`config.mk`:
```
export PLATFORM = sky130hd
export DESIGN_NAME = hvac_ir_frame_transmitter_core
export DESIGN_NICKNAME = d
export VERILOG_FILES = /design/src/rtl/hvac_ir_pkg.sv /design/src/rtl/hvac_ir_frame_transmitter_core.sv
export SDC_FILE = /design/constraint.sdc
export NUM_CORES = 1
export LEC_CHECK = 0
export BUFFER_PORTS_ARGS = -buffer_cell sky130_fd_sc_hd__buf_2
export CAP_MARGIN = 15
export CORE_MARGIN = 1.5
export CORE_UTILIZATION = 33
export CTS_CLUSTER_SIZE = 12
export DETAILED_ROUTE_END_ITERATION = 8
export SYNTH_ARGS = -nofsm -noshare
export SYNTH_HDL_FRONTEND = slang
export SYNTH_SLANG_ARGS = --single-unit
```
`constraint.sdc`:
```
create_clock -name aclk -period 8.85 [get_ports aclk]
set_input_delay 1.77 -clock aclk [delete_from_list [all_inputs] [get_ports aclk]]
set_output_delay 1.77 -clock aclk [all_outputs]
set_load 0.03 [all_outputs]
```
`src/rtl/hvac_ir_pkg.sv`:
```
// Package: shared constants, code tables and helpers of the IR frame transmitter.
package hvac_ir_pkg;

    // Tick counts of the envelope durations.
    localparam int TICK_W = 16;

    // Timing register file
    localparam int NUM_REGS = 7;
    localparam int REG_IDX_W = 3;

    localparam logic [REG_IDX_W-1:0] REG_HEADER_MARK   = 3'd0;
    localparam logic [REG_IDX_W-1:0] REG_HEADER_SPACE  = 3'd1;
    localparam logic [REG_IDX_W-1:0] REG_BIT_MARK      = 3'd2;
    localparam logic [REG_IDX_W-1:0] REG_ONE_SPACE     = 3'd3;
    localparam logic [REG_IDX_W-1:0] REG_ZERO_SPACE    = 3'd4;
    localparam logic [REG_IDX_W-1:0] REG_TRAILER_MARK  = 3'd5;
    localparam logic [REG_IDX_W-1:0] REG_TRAILER_SPACE = 3'd6;

    localparam logic [TICK_W-1:0] RST_HEADER_MARK   = 16'd4400;
    localparam logic [TICK_W-1:0] RST_HEADER_SPACE  = 16'd4300;
    localparam logic [TICK_W-1:0] RST_BIT_MARK      = 16'd543;
    localparam logic [TICK_W-1:0] RST_ONE_SPACE     = 16'd1623;
    localparam logic [TICK_W-1:0] RST_ZERO_SPACE    = 16'd472;
    localparam logic [TICK_W-1:0] RST_TRAILER_MARK  = 16'd440;
    localparam logic [TICK_W-1:0] RST_TRAILER_SPACE = 16'd7048;

    // Frame geometry defaults
    localparam int FRAME_BYTES_DEF   = 9;
    localparam int FRAME_REPEATS_DEF = 2;

    // Request opcodes
    localparam logic ACTION_LOAD = 1'b0;
    localparam logic ACTION_TICK = 1'b1;

    // Mode codes
    localparam logic [2:0] MODE_HOT  = 3'd0;
    localparam logic [2:0] MODE_COLD = 3'd1;
    localparam logic [2:0] MODE_DRY  = 3'd2;
    localparam logic [2:0] MODE_AUTO = 3'd3;

    // Fan codes
    localparam logic [2:0] FAN_AUTO    = 3'd0;
    localparam logic [2:0] FAN_SPEED1  = 3'd1;
    localparam logic [2:0] FAN_SPEED2  = 3'd2;
    localparam logic [2:0] FAN_SPEED3  = 3'd3;
    localparam logic [2:0] FAN_SPEED4  = 3'd4;
    localparam logic [2:0] FAN_SPEED5  = 3'd5;
    localparam logic [2:0] FAN_SILENT  = 3'd6;
    localparam logic [2:0] FAN_INVALID = 3'd7;

    // Frame contents
    localparam int PREFIX_LEN = 5;
    localparam logic [7:0] PREFIX_BYTES [PREFIX_LEN] = '{8'hF2, 8'h0D, 8'h03, 8'hFC, 8'h01};
    localparam int TEMP_BYTE_POS = 5;
    localparam int MODE_BYTE_POS = 6;
    localparam logic [7:0] OFF_MODE_BITS = 8'h07;
    localparam logic signed [7:0] TEMP_MIN = 8'sd17;
    localparam logic signed [7:0] TEMP_MAX = 8'sd30;

    typedef logic [TICK_W-1:0] tick_t;

    function automatic logic [7:0] mode_bits(input logic [2:0] mode);
        logic [7:0] v;
        case (mode)
            MODE_HOT:  v = 8'h03;
            MODE_COLD: v = 8'h01;
            MODE_DRY:  v = 8'h02;
            MODE_AUTO: v = 8'h00;
            default:   v = 8'h00;
        endcase
        return v;
    endfunction

    function automatic logic [7:0] fan_bits(input logic [2:0] fan);
        logic [7:0] v;
        case (fan)
            FAN_AUTO:   v = 8'h00;
            FAN_SPEED1: v = 8'h40;
            FAN_SPEED2: v = 8'h60;
            FAN_SPEED3: v = 8'h80;
            FAN_SPEED4: v = 8'hA0;
            FAN_SPEED5: v = 8'hC0;
            FAN_SILENT: v = 8'h00;
            default:    v = 8'h00;
        endcase
        return v;
    endfunction

    // Reverse bit order so that the first bit sent lands at bit 0.
    function automatic logic [7:0] bit_rev(input logic [7:0] b);
        logic [7:0] r;
        for (int i = 0; i < 8; i++) begin
            r[i] = b[7-i];
        end
        return r;
    endfunction

    // Zero durations count as one tick.
    function automatic tick_t min_one(input tick_t v);
        return (v == '0) ? tick_t'(1) : v;
    endfunction

endpackage

```
`src/rtl/hvac_ir_frame_transmitter_core.sv`:
```
// Top level: air-conditioner IR frame builder and pulse-distance envelope sequencer.
//
//  channel | direction | handshake          | payload
//  --------+-----------+--------------------+---------------------------------------------
//  s_      | in        | s_valid / s_ready  | action, mode_code, fan_code, set_temp, power_off
//  m_      | out       | m_valid / m_ready  | led_on, busy_res, accepted, param_error,
//          |           |                    | sequence_done
//  cfg_    | in        | cfg_we             | cfg_index, cfg_data (timing registers)
//
//  One request is taken per cycle while s_ready is high; its result appears in the output
//  register on the next cycle, set by the single state/result register stage.
//  s_ready drops only while a result waits in the output register and m_ready is low.
//  aresetn (synchronous, active low) idles the sequencer and loads default timings;
//  the frame store holds no reset value and is always written by a load before use.
module hvac_ir_frame_transmitter_core #(
    parameter int FRAME_BYTES   = hvac_ir_pkg::FRAME_BYTES_DEF,
    parameter int FRAME_REPEATS = hvac_ir_pkg::FRAME_REPEATS_DEF
) (
    input  logic                                 aclk,
    input  logic                                 aresetn,

    input  logic                                 s_valid,
    output logic                                 s_ready,
    input  logic                                 s_action,
    input  logic [2:0]                           s_mode_code,
    input  logic [2:0]                           s_fan_code,
    input  logic signed [7:0]                    s_set_temp,
    input  logic                                 s_power_off,

    output logic                                 m_valid,
    input  logic                                 m_ready,
    output logic                                 m_led_on,
    output logic                                 m_busy_res,
    output logic                                 m_accepted,
    output logic                                 m_param_error,
    output logic                                 m_sequence_done,

    input  logic                                 cfg_we,
    input  logic [hvac_ir_pkg::REG_IDX_W-1:0]    cfg_index,
    input  logic [hvac_ir_pkg::TICK_W-1:0]       cfg_data
);

    // Segment layout of one pass: header mark/space, mark+space per bit, trailer mark/space.
    localparam int NBITS     = 8 * FRAME_BYTES;
    localparam int BIT_W     = $clog2(NBITS);
    localparam int SEG_COUNT = 4 + 2 * NBITS;
    localparam int SEG_W     = $clog2(SEG_COUNT);
    localparam int PASS_W    = (FRAME_REPEATS > 1) ? $clog2(FRAME_REPEATS) : 1;

    localparam logic [SEG_W-1:0]  SEG_LAST      = SEG_W'(SEG_COUNT - 1);
    localparam logic [SEG_W-1:0]  SEG_TRL_MARK  = SEG_W'(SEG_COUNT - 2);
    localparam logic [SEG_W-1:0]  SEG_HDR_MARK  = SEG_W'(0);
    localparam logic [SEG_W-1:0]  SEG_HDR_SPACE = SEG_W'(1);
    localparam logic [SEG_W-1:0]  SEG_FIRST_BIT = SEG_W'(2);
    localparam logic [PASS_W-1:0] PASS_LAST     = PASS_W'(FRAME_REPEATS - 1);

    // ------------------------------------------------------------------
    // Timing registers
    // ------------------------------------------------------------------
    hvac_ir_pkg::tick_t hdr_mark_reg, hdr_space_reg, bit_mark_reg;
    hvac_ir_pkg::tick_t one_space_reg, zero_space_reg, trl_mark_reg, trl_space_reg;

    always_ff @(posedge aclk) begin
        if (!aresetn) begin
            hdr_mark_reg   <= hvac_ir_pkg::RST_HEADER_MARK;
            hdr_space_reg  <= hvac_ir_pkg::RST_HEADER_SPACE;
            bit_mark_reg   <= hvac_ir_pkg::RST_BIT_MARK;
            one_space_reg  <= hvac_ir_pkg::RST_ONE_SPACE;
            zero_space_reg <= hvac_ir_pkg::RST_ZERO_SPACE;
            trl_mark_reg   <= hvac_ir_pkg::RST_TRAILER_MARK;
            trl_space_reg  <= hvac_ir_pkg::RST_TRAILER_SPACE;
        end else if (cfg_we) begin
            // Drop writes beyond the last register.
            case (cfg_index)
                hvac_ir_pkg::REG_HEADER_MARK:   hdr_mark_reg   <= cfg_data;
                hvac_ir_pkg::REG_HEADER_SPACE:  hdr_space_reg  <= cfg_data;
                hvac_ir_pkg::REG_BIT_MARK:      bit_mark_reg   <= cfg_data;
                hvac_ir_pkg::REG_ONE_SPACE:     one_space_reg  <= cfg_data;
                hvac_ir_pkg::REG_ZERO_SPACE:    zero_space_reg <= cfg_data;
                hvac_ir_pkg::REG_TRAILER_MARK:  trl_mark_reg   <= cfg_data;
                hvac_ir_pkg::REG_TRAILER_SPACE: trl_space_reg  <= cfg_data;
                default: ;
            endcase
        end
    end

    // ------------------------------------------------------------------
    // Sequencer state
    // ------------------------------------------------------------------
    logic [NBITS-1:0]    frame_reg, frame_next;   // bit j is the j-th data bit sent
    logic [SEG_W-1:0]    seg_reg, seg_next;
    hvac_ir_pkg::tick_t  time_left_reg, time_left_next;
    logic [PASS_W-1:0]   pass_reg, pass_next;
    logic                busy_reg, busy_next;
    logic                error_reg, error_next;

    // Output register
    logic m_valid_reg, m_valid_next;
    logic led_reg, led_next;
    logic busy_res_reg;
    logic accepted_reg, accepted_next;
    logic param_error_reg;
    logic done_reg, done_next;

    logic s_fire;
    assign s_ready = !m_valid_reg || m_ready;
    assign s_fire  = s_valid && s_ready;

    // ------------------------------------------------------------------
    // Frame builder: prefix, clamped temperature, mode/fan byte, zero fill, XOR check
    // ------------------------------------------------------------------
    logic signed [7:0] temp_clamped;
    logic [7:0]        temp_byte;
    logic [7:0]        mf_byte;
    logic              load_err;
    logic [7:0]        chk;
    logic [7:0]        fbyte;
    logic [NBITS-1:0]  frame_built;

    always_comb begin
        if (s_set_temp > hvac_ir_pkg::TEMP_MAX) begin
            temp_clamped = hvac_ir_pkg::TEMP_MAX;
        end else if (s_set_temp < hvac_ir_pkg::TEMP_MIN) begin
            temp_clamped = hvac_ir_pkg::TEMP_MIN;
        end else begin
            temp_clamped = s_set_temp;
        end
        temp_byte = {4'(temp_clamped - hvac_ir_pkg::TEMP_MIN), 4'h0};

        load_err = 1'b0;
        mf_byte  = hvac_ir_pkg::mode_bits(s_mode_code);
        if (s_mode_code[2]) begin
            load_err = 1'b1;
        end
        if (s_power_off) begin
            mf_byte = hvac_ir_pkg::OFF_MODE_BITS;
        end
        mf_byte = mf_byte | hvac_ir_pkg::fan_bits(s_fan_code);
        if (s_fan_code == hvac_ir_pkg::FAN_INVALID) begin
            load_err = 1'b1;
        end

        chk         = 8'h00;
        frame_built = '0;
        for (int i = 0; i < FRAME_BYTES; i++) begin
            if (i < hvac_ir_pkg::PREFIX_LEN) begin
                fbyte = hvac_ir_pkg::PREFIX_BYTES[3'(i)];
            end else if (i == hvac_ir_pkg::TEMP_BYTE_POS) begin
                fbyte = temp_byte;
            end else if (i == hvac_ir_pkg::MODE_BYTE_POS) begin
                fbyte = mf_byte;
            end else begin
                fbyte = 8'h00;
            end
            if (i == FRAME_BYTES - 1) begin
                fbyte = chk;
            end else begin
                chk = chk ^ fbyte;
            end
            frame_built[8*i +: 8] = hvac_ir_pkg::bit_rev(fbyte);
        end
    end

    // ------------------------------------------------------------------
    // Duration of the segment that starts when the current one runs out
    // ------------------------------------------------------------------
    logic [SEG_W-1:0]   seg_adv;
    logic [SEG_W-1:0]   bit_seg;
    logic [SEG_W-2:0]   bit_pos;
    hvac_ir_pkg::tick_t dur_raw;

    always_comb begin
        seg_adv = (seg_reg == SEG_LAST) ? '0 : seg_reg + SEG_W'(1);
        bit_seg = seg_adv - SEG_FIRST_BIT;
        bit_pos = bit_seg[SEG_W-1:1];
        if (seg_adv == SEG_HDR_MARK) begin
            dur_raw = hdr_mark_reg;
        end else if (seg_adv == SEG_HDR_SPACE) begin
            dur_raw = hdr_space_reg;
        end else if (seg_adv == SEG_TRL_MARK) begin
            dur_raw = trl_mark_reg;
        end else if (seg_adv == SEG_LAST) begin
            dur_raw = trl_space_reg;
        end else if (!bit_seg[0]) begin
            dur_raw = bit_mark_reg;
        end else if (frame_reg[bit_pos[BIT_W-1:0]]) begin
            dur_raw = one_space_reg;
        end else begin
            dur_raw = zero_space_reg;
        end
    end

    // ------------------------------------------------------------------
    // Next state and result
    // ------------------------------------------------------------------
    always_comb begin
        frame_next     = frame_reg;
        seg_next       = seg_reg;
        time_left_next = time_left_reg;
        pass_next      = pass_reg;
        busy_next      = busy_reg;
        error_next     = error_reg;
        led_next       = led_reg;
        accepted_next  = accepted_reg;
        done_next      = done_reg;
        m_valid_next   = m_valid_reg && !m_ready;

        if (s_fire) begin
            m_valid_next  = 1'b1;
            led_next      = 1'b0;
            accepted_next = 1'b0;
            done_next     = 1'b0;
            if (s_action == hvac_ir_pkg::ACTION_LOAD) begin
                // Refuse a load while a sequence is on air.
                if (!busy_reg) begin
                    frame_next     = frame_built;
                    error_next     = load_err;
                    busy_next      = 1'b1;
                    pass_next      = '0;
                    seg_next       = '0;
                    time_left_next = hvac_ir_pkg::min_one(hdr_mark_reg);
                    accepted_next  = 1'b1;
                end
            end else if (busy_reg) begin
                // Marks sit on even segments.
                led_next = !seg_reg[0];
                if (time_left_reg > hvac_ir_pkg::tick_t'(1)) begin
                    time_left_next = time_left_reg - hvac_ir_pkg::tick_t'(1);
                end else if (seg_reg == SEG_LAST && pass_reg == PASS_LAST) begin
                    busy_next      = 1'b0;
                    pass_next      = '0;
                    seg_next       = '0;
                    time_left_next = '0;
                    done_next      = 1'b1;
                end else begin
                    if (seg_reg == SEG_LAST) begin
                        pass_next = pass_reg + PASS_W'(1);
                    end
                    seg_next       = seg_adv;
                    time_left_next = hvac_ir_pkg::min_one(dur_raw);
                end
            end
        end
    end

    always_ff @(posedge aclk) begin
        if (!aresetn) begin
            seg_reg       <= '0;
            time_left_reg <= '0;
            pass_reg      <= '0;
            busy_reg      <= 1'b0;
            error_reg     <= 1'b0;
            m_valid_reg   <= 1'b0;
        end else begin
            seg_reg       <= seg_next;
            time_left_reg <= time_left_next;
            pass_reg      <= pass_next;
            busy_reg      <= busy_next;
            error_reg     <= error_next;
            m_valid_reg   <= m_valid_next;
        end
    end

    // Payload: frame store and result fields, no reset.
    always_ff @(posedge aclk) begin
        frame_reg       <= frame_next;
        led_reg         <= led_next;
        accepted_reg    <= accepted_next;
        done_reg        <= done_next;
        if (s_fire) begin
            busy_res_reg    <= busy_next;
            param_error_reg <= error_next;
        end
    end

    assign m_valid         = m_valid_reg;
    assign m_led_on        = led_reg;
    assign m_busy_res      = busy_res_reg;
    assign m_accepted      = accepted_reg;
    assign m_param_error   = param_error_reg;
    assign m_sequence_done = done_reg;

    // ------------------------------------------------------------------
    // Assertions
    // ------------------------------------------------------------------
    a_idle_parked: assert property (@(posedge aclk) disable iff (!aresetn)
        !busy_reg |-> (seg_reg == '0) && (pass_reg == '0))
        else $error("idle sequencer not parked at first segment");

    a_busy_time: assert property (@(posedge aclk) disable iff (!aresetn)
        busy_reg |-> (time_left_reg != '0))
        else $error("running segment with zero ticks left");

    a_seg_range: assert property (@(posedge aclk) disable iff (!aresetn)
        seg_reg <= SEG_LAST)
        else $error("segment index past end of pass");

    a_done_idle: assert property (@(posedge aclk) disable iff (!aresetn)
        (s_fire && s_action == hvac_ir_pkg::ACTION_TICK && busy_reg && !busy_next)
        |=> m_valid && m_sequence_done && !m_busy_res)
        else $error("end of final pass not reported");

    a_load_dark: assert property (@(posedge aclk) disable iff (!aresetn)
        (m_valid && m_accepted) |-> !m_led_on && !m_sequence_done && m_busy_res)
        else $error("accepted load reported with envelope activity");

endmodule
```
==> results by group, run 1 <==
STA
  • Final min period: 5.372 ns
  • Final setup fails: 0
  • Slew margin rel.: 35.65%
  • Setup TNS: 0 ns
  • Hold Fails Final Rpt: 0
  • Setup WS post-layout: 3.478 ns
  • RSZ-0062 raised after global routing: no
  • Max-slew violations: 0
  • Worst Clk Skew: 0.008725 ns
  • Final period util: 60.70%
  • Fmax: 186.1 MHz
  • Worst slew pin tran: 0.9600 ns

Synth
  • Yosys top cell area share: 32.88%
  • Commonest cells in the netlist: nand2_1 (292), dfxtp_1 (140), a21boi_0 (78), nand3_1 (58), a21oi_1 (55)
  • Post-Synth Simple-Gate Area: 27.08%
  • Post-synthesis sequential area ratio: 38.17%
  • Predominant post-synthesis flop cell: dfxtp_1
  • Syn nets: 1152
  • Register bit total from synthesis: 155
  • Largest cells by area after synthesis: dfxtp_1 (33%), nand2_1 (13%), a21boi_0 (6.9%)
  • Async SR Flop Fraction: 0%
  • Compound-cell area share of the yosys netlist: 24.21%
  • Yosys warns: 0
  • Mux contribution to synthesized area: 2.173%
  • Syn_area_per_cell: 7.748 sq um
  • Post-synthesis cell area: 8523 sq um
  • Synthesized instance count: 1100
  • Largest family of logic cells by synthesized area: simple AND/OR/NAND/NOR gates
  • Most frequent cell after synthesis: nand2_1
  • Synth unique cells: 80
  • Post-synthesis adder-cell area fraction: 1.762%
  • Post-Synth XOR/XNOR Area: 2.158%
  • Yosys top cell by area: dfxtp_1
  • Post-synth EDFFs: 15

Route
  • Drt drc: 0
  • Post-route ant nets: 0
  • Wirelength per Cell: 19.22 microns
  • First-pass DRT Iterations: 5
  • Iter 0 DRT Violations: 885
  • DR vias: 8224
  • Drt total wl: 27850 microns
  • Post-DR vias/cell: 5.676

Clock tree
  • Worst-Skew Late Latency: 0.44 ns
  • Clock buffer count from CTS: 17
  • Max Root-Sink Buffers: 2
  • Clk pin slew, worst setup/hold paths: 0.07 ns
  • CTS tree: yes
  • CTS Sinks: 155
  • H-tree Lvls: 4
  • Setup bufs post-CTS: 0
  • Root Driver: clkbuf_16
  • Post-CTS Hold Fix Bufs: 0
  • Post-CTS sizing: 0

Die
  • IO Pins: 47
  • Die width: 163.7 microns
  • Chip height: 163.7 microns
  • Core area: 25250 sq um
  • Die footprint: 26800 sq um
  • Starting density of the core: 33.75%
  • Rows: 58

GRT
  • First-pass GRT wire length: 44310 microns
  • Global route overflow: 0
  • Vias in the first global route: 7688
  • Largest net degree at the start of global routing: 84
  • GRT Total Usage: 21.58%
  • Antenna violations before repair: 0

Layout
  • Fin area: 9554 sq um
  • Ratio of cells with drive above 1 in the final layout: 10.28%
  • # fillers: 2664
  • Util after Layout: 37.83%
  • Nets: 1159
  • Layout area overhead: 12.10%
  • Ant. Diodes: 0

Power
  • Sw Ratio: 28.78%
  • P_int: 1250 uW
  • Comb power frac: 13.8%
  • Leak Pwr: 0.003588 uW
  • Worst vdd ir: 0.0001114 V
  • Seq pwr share: 43.1%
  • Clock power share: 43.0%
  • Switching power: 505.3 uW
  • Power density over the cells: 183.8 nW/um^2

Status
  • Status: completed

Worst setup path
  • Setup crit start: seg_reg[0]$_SDFFE_PN0P_
  • FF-to-FF Start: seg_reg[0]$_SDFFE_PN0P_
  • CP startpoint kind: flip-flop
  • Worst setup EP type: flip-flop
  • CP max FO: 21
  • CP arrival: 5.74 ns
  • Req. time, crit path: 9.22 ns
  • WS Path Type: reg2reg

Worst hold path
  • Hold path start: one_space_reg[13]$_SDFFE_PN0P_
  • Hold Path Class: reg2reg

Flow run
  • Max-cap viol count: 0

Place
  • Post-DP HPWL: 19110 microns
  • IO Port Bufs: 46
  • Setup WS pre-CTS: 3.657 ns
  • Placer Congestion: 0.8951
  • Instance area at placement: 8962 sq um
[power by group through the flow]
stage          logic, uW  registers [uW]  clock network (uW)
6_report             243             757                 756
2_1_floorplan        164             769                   0
3_5_place_dp         238             772                   0
3_3_place_gp         239             772                   0
4_1_cts              240             757                 763
5_1_grt              269             760                 796
[path summary, 6_finish.rpt]
check,to,slack [ns],depth (start not counted)
min reg2reg,one_space_reg[13]$_SDFFE_PN0P_,0.46,2
max reg2reg,time_left_reg[12]$_SDFFE_PN0P_,3.48,16
min,one_space_reg[13]$_SDFFE_PN0P_,0.46,2
max,time_left_reg[12]$_SDFFE_PN0P_,3.48,16
[per-stage QoR]
step	total power [uW]	std cells	hold slack, ns
2_1_floorplan	932.8	1100	0.4318
3_3_place_gp	1011	1418	0.4448
3_5_place_dp	1010	1418	0.4470
4_1_cts	1760	1449	0.4656
5_1_grt	1825	1449	0.4852
6_report	1756	1449	0.4643
[critical path, cell delays in order (launching register included)]
cell      delay [ns]
dfxtp_1         0.60
ha_1            0.74
nand4_1         0.45
nand2_1         0.21
ha_1            0.28
xnor2_1         0.11
xnor2_1         0.39
a311oi_1        0.11
a311oi_1        0.34
nand3_1         0.21
a31oi_4         0.32
nand2_4         0.22
mux2i_1         0.17
o31ai_1         0.60
a21oi_1         0.15
a211o_1         0.29
a21oi_1         0.11
[layout make-up]
class	instances	area, sq um	share of cell area [%]
multi-input combinational	854	4906	51.35
inverter	24	90.09	0.9429
tap	330	412.9	4.322
timing repair buffer	55	300.3	3.143
clock inverter	13	152.6	1.598
sequential	155	3253	34.05
clock buffer	18	439.2	4.597
[kinds of logic (layout without fill, tap and decap cells)]
| group | Yosys count | in the layout |
|---|---|---|
| and+or+nand+nor | 509 | 509 |
| xor gates and xnor gates | 21 | 21 |
| buffers and inverters | 91 | 110 |
| DFF | 155 | 155 |
| muxes | 17 | 17 |
| adders and majority gates | 12 | 12 |
| AOI/OAI and AO/OA | 295 | 295 |
[layout by cell type, fill, tap and decap left out, drive strengths merged, types with 4 or more instances in the layout]
master | synthesis | routed
nand2 | 293 | 293
dfxtp | 140 | 140
a21boi | 79 | 79
nand3 | 58 | 58
a21oi | 56 | 56
buf | 15 | 55
o21ai | 52 | 52
nor2 | 47 | 47
inv | 23 | 30
nor3 | 23 | 23
clkbuf | 52 | 18
nor4 | 16 | 16
edfxtp | 15 | 15
xnor2 | 14 | 14
mux2i | 14 | 14
a211oi | 14 | 14
and3 | 12 | 12
nand4 | 12 | 12
ha | 12 | 12
nor2b | 11 | 11
and2 | 11 | 11
o221ai | 10 | 10
a31oi | 9 | 9
o211ai | 8 | 8
nand2b | 8 | 8
xor2 | 7 | 7
a2bb2oi | 6 | 6
o22ai | 6 | 6
a221oi | 6 | 6
or3 | 6 | 6
a21o | 4 | 4
a22oi | 4 | 4
or4 | 4 | 4
a31o | 4 | 4
[layer usage]
| layer | up-vias | wire length (microns) | track usage [%] |
|---|---|---|---|
| li1 | 3912 | - | - |
| met1 | 3886 | 12490 | 29.41 |
| met2 | 359 | 12120 | 33.29 |
| met3 | 67 | 2374 | 4.773 |
| met4 | 0 | 872 | 7.810 |
| met5 | - | 0 | 0 |
No activity file was read; power rests on OpenSTA's default activity.
==> inputs of run 2 (changes only) <==
==> constraint.sdc (replaced) <==
create_clock -name aclk -period 4.9 [get_ports aclk]
set_input_delay 0.98 -clock aclk [delete_from_list [all_inputs] [get_ports aclk]]
set_output_delay 0.98 -clock aclk [all_outputs]
set_load 0.03 [all_outputs]
==> run 2 against run 1 <==
  * Sequential cell count did not move
  * Maximum frequency rose by 26%
  * Via count rose by 1.3%
==> results by group, run 2 (synthesized netlist as in run 1, its figures left out) <==
Layout
  • # fillers: 2685 (was 2664)
  • Reg area: 3253 sq um (unchanged)
  • Commonest non-fill, non-tap cell in the layout: nand2_1 (unchanged)
  • Ratio of cells with drive above 1 in the final layout: 11.44% (was 10.28%)
  • Layout area overhead: 13.24% (was 12.10%)
  • Nets: 1175 (was 1159)
  • Commonest non-fill, non-tap cells in the layout: nand2_1 (292), dfxtp_1 (140), a21boi_0 (78) (unchanged)
  • Ant. Diodes: 0 (unchanged)
  • Non-Filler Instances: 1466 (was 1449)
  • Multi-input gate area: 4906 sq um (unchanged)

Flow run
  • Max-cap viol count: 0 (unchanged)

Clock tree
  • Worst-Skew Late Latency: 0.44 ns (about the same)
  • H-tree Lvls: 4 (unchanged)
  • Clk pin slew, worst setup/hold paths: 0.07 ns (about the same)
  • Setup bufs post-CTS: 0 (unchanged)
  • Clock buffer count from CTS: 17 (unchanged)
  • CTS tree: yes (unchanged)
  • Post-CTS Hold Fix Bufs: 0 (unchanged)
  • Max Root-Sink Buffers: 2 (unchanged)
  • Root Driver: clkbuf_16 (unchanged)
  • Post-CTS sizing: 0 (unchanged)
  • CTS Sinks: 155 (unchanged)

GRT
  • Antenna violations before repair: 0 (unchanged)
  • Vias in the first global route: 7792 (was 7688)
  • Global route overflow: 0 (unchanged)
  • Largest net degree at the start of global routing: 80 (was 84)
  • First-pass GRT wire length: 44980 microns (was 44310 microns)
  • GRT Total Usage: 21.81% (was 21.58%)

Route
  • Wirelength per Cell: 19.48 microns (was 19.22 microns)
  • Drt total wl: 28570 microns (was 27850 microns)
  • Post-DR vias/cell: 5.685 (was 5.676)
  • DR vias: 8334 (was 8224)
  • Iter 0 DRT Violations: 807 (was 885)
  • Post-route ant nets: 0 (unchanged)
  • First-pass DRT Iterations: 5 (unchanged)
  • Drt drc: 0 (unchanged)

Power
  • Comb power frac: 14.5% (was 13.8%)
  • Switching power: 911.0 uW (was 505.3 uW)
  • Seq pwr share: 43.9% (was 43.1%)
  • Clock power share: 41.6% (was 43.0%)
  • Worst vdd ir: 0.0001759 V (was 0.0001114 V)
  • Power density over the cells: 323.2 nW/um^2 (was 183.8 nW/um^2)
  • Sw Ratio: 29.21% (was 28.78%)
  • Leak Pwr: 0.003663 uW (was 0.003588 uW)
  • P_int: 2208 uW (was 1250 uW)

Place
  • Placer Congestion: 0.9914 (was 0.8951)
  • Cell Count Post-Placement: 1434 (was 1418)
  • Post-DP HPWL: 20310 microns (was 19110 microns)
  • Setup WS pre-CTS: 0.7472 ns (was 3.657 ns)
  • IO Port Bufs: 46 (unchanged)

Worst setup path
  • Crit path to: time_left_reg[0]$_SDFFE_PN0P_ (was time_left_reg[12]$_SDFFE_PN0P_)
  • Worst setup EP type: flip-flop (unchanged)
  • FF-to-FF Start: seg_reg[4]$_SDFFE_PN0P_ (was seg_reg[0]$_SDFFE_PN0P_)
  • R2R depth: 15 (was 16)
  • CP startpoint kind: flip-flop (unchanged)
  • Req. time, crit path: 5.23 ns (was 9.22 ns)
  • CP max FO: 17 (was 21)
  • Worst R2R End: time_left_reg[0]$_SDFFE_PN0P_ (was time_left_reg[12]$_SDFFE_PN0P_)
  • WS Path Type: reg2reg (unchanged)
  • Setup crit start: seg_reg[4]$_SDFFE_PN0P_ (was seg_reg[0]$_SDFFE_PN0P_)
  • Worst reg-to-reg setup slack: 0.64 ns (was 3.48 ns)
  • CP arrival: 4.59 ns (was 5.74 ns)

STA
  • Worst slew pin tran: 0.9205 ns (was 0.9600 ns)
  • Final setup fails: 0 (unchanged)
  • Hold WS: 0.4677 ns (was 0.4643 ns)
  • Slew margin rel.: 38.30% (was 35.65%)
  • RSZ-0062 raised after global routing: no (unchanged)
  • Setup WS post-layout: 0.6377 ns (was 3.478 ns)
  • Hold Fails Final Rpt: 0 (unchanged)
  • Max-slew violations: 0 (unchanged)
  • Worst Clk Skew: 0.01548 ns (was 0.008725 ns)
  • Final min period: 4.262 ns (was 5.372 ns)
  • Final period util: 86.99% (was 60.70%)
  • Setup TNS: 0 ns (unchanged)
  • Fmax: 234.6 MHz (was 186.1 MHz)

Status
  • Status: completed (unchanged)

Die
  • Die footprint: 26800 sq um (unchanged)
  • Chip height: 163.7 microns (unchanged)
  • Die width: 163.7 microns (unchanged)
  • Starting density of the core: 33.75% (unchanged)
  • IO Pins: 47 (unchanged)
  • Core area: 25250 sq um (unchanged)
  • Rows: 58 (unchanged)

Worst hold path
  • Hold Path Class: reg2reg (unchanged)
-- run 2: power groups by stage --
stage	logic (uW)	clock network, uW	registers, uW
final	453	1300	1370
after global routing	499	1370	1370
after CTS	448	1310	1370
after detailed placement	445	0	1400
after global placement	445	0	1400
after floorplan	297	0	1390
-- run 2: per-layer routing --
layer  GRT usage [%]  up-vias  share of wire [%]
met5               0        -                  0
met4           8.471        0                3.1
met3           5.202       63                8.2
met2           33.01      366                 43
met1           29.82     3944                 45
li1                -     3961                  -
-- run 2: worst min path at each step --
| stage | start | to | slack (ns) | cells past startpoint |
|---|---|---|---|---|
| final | trl_space_reg[13]$_SDFFE_PN0P_ | trl_space_reg[13]$_SDFFE_PN0P_ | 0.47 | 2 |
| after global routing | zero_space_reg[11]$_SDFFE_PN0P_ | zero_space_reg[11]$_SDFFE_PN0P_ | 0.49 | 2 |
| after CTS | one_space_reg[5]$_SDFFE_PN0P_ | one_space_reg[5]$_SDFFE_PN0P_ | 0.47 | 2 |
| after detailed placement | one_space_reg[1]$_SDFFE_PN1P_ | one_space_reg[1]$_SDFFE_PN1P_ | 0.46 | 2 |
| after global placement | trl_space_reg[11]$_SDFFE_PN1P_ | trl_space_reg[11]$_SDFFE_PN1P_ | 0.45 | 2 |
| after floorplan | hdr_space_reg[2]$_SDFFE_PN1P_ | hdr_space_reg[2]$_SDFFE_PN1P_ | 0.43 | 2 |
-- run 2: final cells by class --
cell class	count	share of cell area, %
Clock buffer	19	4.485
Tap cell	330	4.278
Inverter	24	0.9334
Timing Repair Buffer	71	4.356
Multi-Input combinational cell	854	50.83
Clock inverter	13	1.413
Sequential cell	155	33.70
-- run 2: worst max-delay path, stage by stage (launching register included) --
cell	delay [ns]
dfxtp_1	0.72
nand4_1	0.20
nand2_1	0.15
ha_1	0.29
xnor2_1	0.12
xnor2_1	0.35
a311oi_1	0.10
a311oi_1	0.32
nand3_1	0.20
a31oi_4	0.30
nand2_4	0.21
mux2i_1	0.32
o21ai_1	0.19
nor4_1	0.27
nand4_1	0.14
o41ai_2	0.29
-- run 2: per-stage QoR --
step | instance area, sq um | util, % | total power (uW)
finish | 9652 | 38.22 | 3119
CTS | 9652 | 38.22 | 3129
global route | 9652 | 38.22 | 3240
global placement | 9082 | 35.96 | 1841
floorplan | 8523 | - | 1685
detailed placement | 9082 | 35.96 | 1840
==> inputs of run 3 (changes only) <==
--- a/config.mk
+++ b/config.mk
@@ -8,9 +8,11 @@
 export BUFFER_PORTS_ARGS = -buffer_cell sky130_fd_sc_hd__buf_2
 export CAP_MARGIN = 15
 export CORE_MARGIN = 1.5
-export CORE_UTILIZATION = 33
+export CORE_UTILIZATION = 26
 export CTS_CLUSTER_SIZE = 12
 export DETAILED_ROUTE_END_ITERATION = 8
+export HOLD_SLACK_MARGIN = 0.12
+export SETUP_SLACK_MARGIN = 0.1
 export SYNTH_ARGS = -nofsm -noshare
 export SYNTH_HDL_FRONTEND = slang
 export SYNTH_SLANG_ARGS = --single-unit
==> run 3 against run 2 <==
  * Sequential cell count stayed put
  * Cell count up 7.8%
  * Via count fell by 0.22%
  * Wire length decreased by 0.15%
  * Combinational power barely moved
  * Total power increased by 2.3%
  * Global-route usage fell by 4.7 points
  * Count of clock-buffer cells in the layout fell by 1
  * Critical path type unchanged
  * Critical endpoint unchanged
  * Largest cell class unchanged
==> results by group, run 3 (synthesized netlist as in run 1, its figures left out) <==
Status
  • Status: completed (unchanged)

Worst setup path
  • CP startpoint kind: flip-flop (unchanged)
  • Worst reg-to-reg setup slack: 0.45 ns (was 0.64 ns)
  • Worst setup EP type: flip-flop (unchanged)
  • CP arrival: 4.80 ns (was 4.59 ns)
  • CP max stage cell: ha_1 (was dfxtp_1)
  • CP max FO: 13 (was 17)
  • WS Path Type: reg2reg (unchanged)
  • Worst-path cell chain: ha_1 -> xor2_1 -> nand2_1 -> ha_1 -> xnor2_1 -> xnor2_1 -> nor2_1 -> nor4_2 -> a211oi_2 -> or3_4 -> nand2_4 -> mux2i_1 -> o21ai_0 -> nor4_1 -> nand4_1 -> o41ai_2 (was nand4_1 -> nand2_1 -> ha_1 -> xnor2_1 -> xnor2_1 -> a311oi_1 -> a311oi_1 -> nand3_1 -> a31oi_4 -> nand2_4 -> mux2i_1 -> o21ai_1 -> nor4_1 -> nand4_1 -> o41ai_2)
  • Top delay family on crit path: simple AND/OR/NAND/NOR gates (was compound AO/OA/AOI/OAI gates)
  • Crit-path max cell delay: 0.41 ns (was 0.72 ns)
  • Req. time, crit path: 5.25 ns (was 5.23 ns)
  • Buf+Inv Stages, Crit Path: 0 (unchanged)

Clock tree
  • Clk pin slew, worst setup/hold paths: 0.07 ns (about the same)
  • Setup bufs post-CTS: 0 (unchanged)
  • Worst-Skew Late Latency: 0.45 ns (was 0.44 ns)
  • Max Root-Sink Buffers: 2 (unchanged)
  • Clock buffer count from CTS: 17 (unchanged)
  • CTS Sinks: 155 (unchanged)
  • Post-CTS sizing: 0 (unchanged)
  • CTS tree: yes (unchanged)
  • Root Driver: clkbuf_16 (unchanged)
  • Post-CTS Hold Fix Bufs: 0 (unchanged)
  • H-tree Lvls: 4 (unchanged)

Power
  • Seq pwr share: 42.8% (was 43.9%)
  • Worst vdd ir: 0.0002239 V (was 0.0001759 V)
  • Clock power share: 42.9% (was 41.6%)
  • Power density over the cells: 324.0 nW/um^2 (was 323.2 nW/um^2)
  • Sw Ratio: 31.07% (was 29.21%)
  • Switching power: 991.2 uW (was 911.0 uW)
  • Comb power frac: 14.3% (was 14.5%)
  • P_int: 2199 uW (was 2208 uW)
  • Leak Pwr: 0.003696 uW (was 0.003663 uW)

STA
  • Setup TNS: 0 ns (unchanged)
  • Final setup fails: 0 (unchanged)
  • Final period util: 90.79% (was 86.99%)
  • Hold Fails Final Rpt: 0 (unchanged)
  • RSZ-0062 raised after global routing: no (unchanged)
  • Fmax: 224.8 MHz (was 234.6 MHz)
  • Final min period: 4.449 ns (was 4.262 ns)
  • Worst slew pin tran: 0.9905 ns (was 0.9205 ns)
  • Slew margin rel.: 33.60% (was 38.30%)
  • Worst Clk Skew: 0.01438 ns (was 0.01548 ns)
  • Max-slew violations: 0 (unchanged)

Die
  • Die width: 184.1 microns (was 163.7 microns)
  • Core area: 32370 sq um (was 25250 sq um)
  • Starting density of the core: 26.33% (was 33.75%)
  • Die footprint: 33880 sq um (was 26800 sq um)
  • Chip height: 184.1 microns (was 163.7 microns)
  • IO Pins: 47 (unchanged)
  • Rows: 66 (was 58)

Layout
  • Commonest non-fill, non-tap cell in the layout: nand2_1 (unchanged)
  • Ant. Diodes: 0 (unchanged)
  • Nets: 1177 (was 1175)
  • Ratio of cells with drive above 1 in the final layout: 11.78% (was 11.44%)
  • Commonest non-fill, non-tap cells in the layout: nand2_1 (292), dfxtp_1 (140), a21boi_0 (78) (unchanged)
  • Non-Filler Instances: 1580 (was 1466)
  • Layout area overhead: 15.53% (was 13.24%)
  • Reg area: 3253 sq um (unchanged)
  • # fillers: 3482 (was 2685)
  • Fin area: 9847 sq um (was 9652 sq um)
  • Multi-input gate area: 4906 sq um (unchanged)

Place
  • Instance area at placement: 9238 sq um (was 9082 sq um)
  • Post-DP HPWL: 20140 microns (was 20310 microns)
  • IO Port Bufs: 46 (unchanged)
  • Cell Count Post-Placement: 1548 (was 1434)
  • Placer Congestion: 0.9334 (was 0.9914)

GRT
  • GRT Total Usage: 17.13% (was 21.81%)
  • First-pass GRT wire length: 44820 microns (was 44980 microns)
  • Global route overflow: 0 (unchanged)
  • Vias in the first global route: 7713 (was 7792)
  • Largest net degree at the start of global routing: 75 (was 80)
  • Antenna violations before repair: 0 (unchanged)

Route
  • DR vias: 8316 (was 8334)
  • Post-route ant nets: 0 (unchanged)
  • Drt drc: 0 (unchanged)
  • Wirelength per Cell: 18.05 microns (was 19.48 microns)
  • First-pass DRT Iterations: 5 (unchanged)
  • Post-DR vias/cell: 5.263 (was 5.685)
  • Drt total wl: 28520 microns (was 28570 microns)
  • Iter 0 DRT Violations: 956 (was 807)

Flow run
  • Max-cap viol count: 0 (unchanged)

Worst hold path
  • Hold Path Class: reg2reg (unchanged)
run 3: area by class of cell:
| class | instances | share of cell area (%) |
|---|---|---|
| Multi-Input combinational cell | 854 | 49.82 |
| Clock inverter | 14 | 1.728 |
| Clock buffer | 18 | 4.460 |
| Sequential cell | 155 | 33.04 |
| Timing Repair Buffer | 73 | 4.422 |
| Tap cell | 442 | 5.616 |
| Inverter | 24 | 0.9149 |
run 3: power groups by stage:
| stage | Sequential (uW) | Clock, uW | Combinational, uW |
|---|---|---|---|
| CTS | 1370 | 1390 | 451 |
| floorplan | 1390 | 0 | 297 |
| global route | 1370 | 1440 | 498 |
| detailed placement | 1390 | 0 | 447 |
| finish | 1370 | 1370 | 456 |
| global placement | 1390 | 0 | 445 |
run 3: worst reg2reg max path, stage by stage (launching register included):
cell and delay (ns):
dfxtp_1 0.34, ha_1 0.41, xor2_1 0.19, nand2_1 0.10, ha_1 0.29, xnor2_1 0.16
xnor2_1 0.35, nor2_1 0.11, nor4_2 0.26, a211oi_2 0.10, or3_4 0.41, nand2_4 0.22
mux2i_1 0.40, o21ai_0 0.31, nor4_1 0.29, nand4_1 0.15, o41ai_2 0.27
run 3: routing by layer:
layer  share of wire [%]  track usage, %
met2                  43           26.14
met4                 2.6           5.738
met5                   0               0
met1                  47           23.84
met3                 7.4           3.586
run 3: through the flow:
stage / hold slack, ns / util [%] / total power (uW) / setup slack, ns
after floorplan: 0.4318 / - / 1685 / 0.8900
after global placement: 0.4453 / 28.54 / 1839 / 0.6480
after global routing: 0.4849 / 30.42 / 3306 / 0.1223
after detailed placement: 0.4495 / 28.54 / 1841 / 0.5674
after CTS: 0.4661 / 30.42 / 3205 / 0.4959
final: 0.4669 / 30.42 / 3190 / 0.4514
run 3: final timing paths:
check,startpoint,endpoint,cells after the start
worst max-delay path,seg_reg[0]$_SDFFE_PN0P_,time_left_reg[0]$_SDFFE_PN0P_,16
worst min-delay path,hdr_space_reg[2]$_SDFFE_PN1P_,hdr_space_reg[2]$_SDFFE_PN1P_,2
worst max register to register,seg_reg[0]$_SDFFE_PN0P_,time_left_reg[0]$_SDFFE_PN0P_,16
worst min register to register,hdr_space_reg[2]$_SDFFE_PN1P_,hdr_space_reg[2]$_SDFFE_PN1P_,2
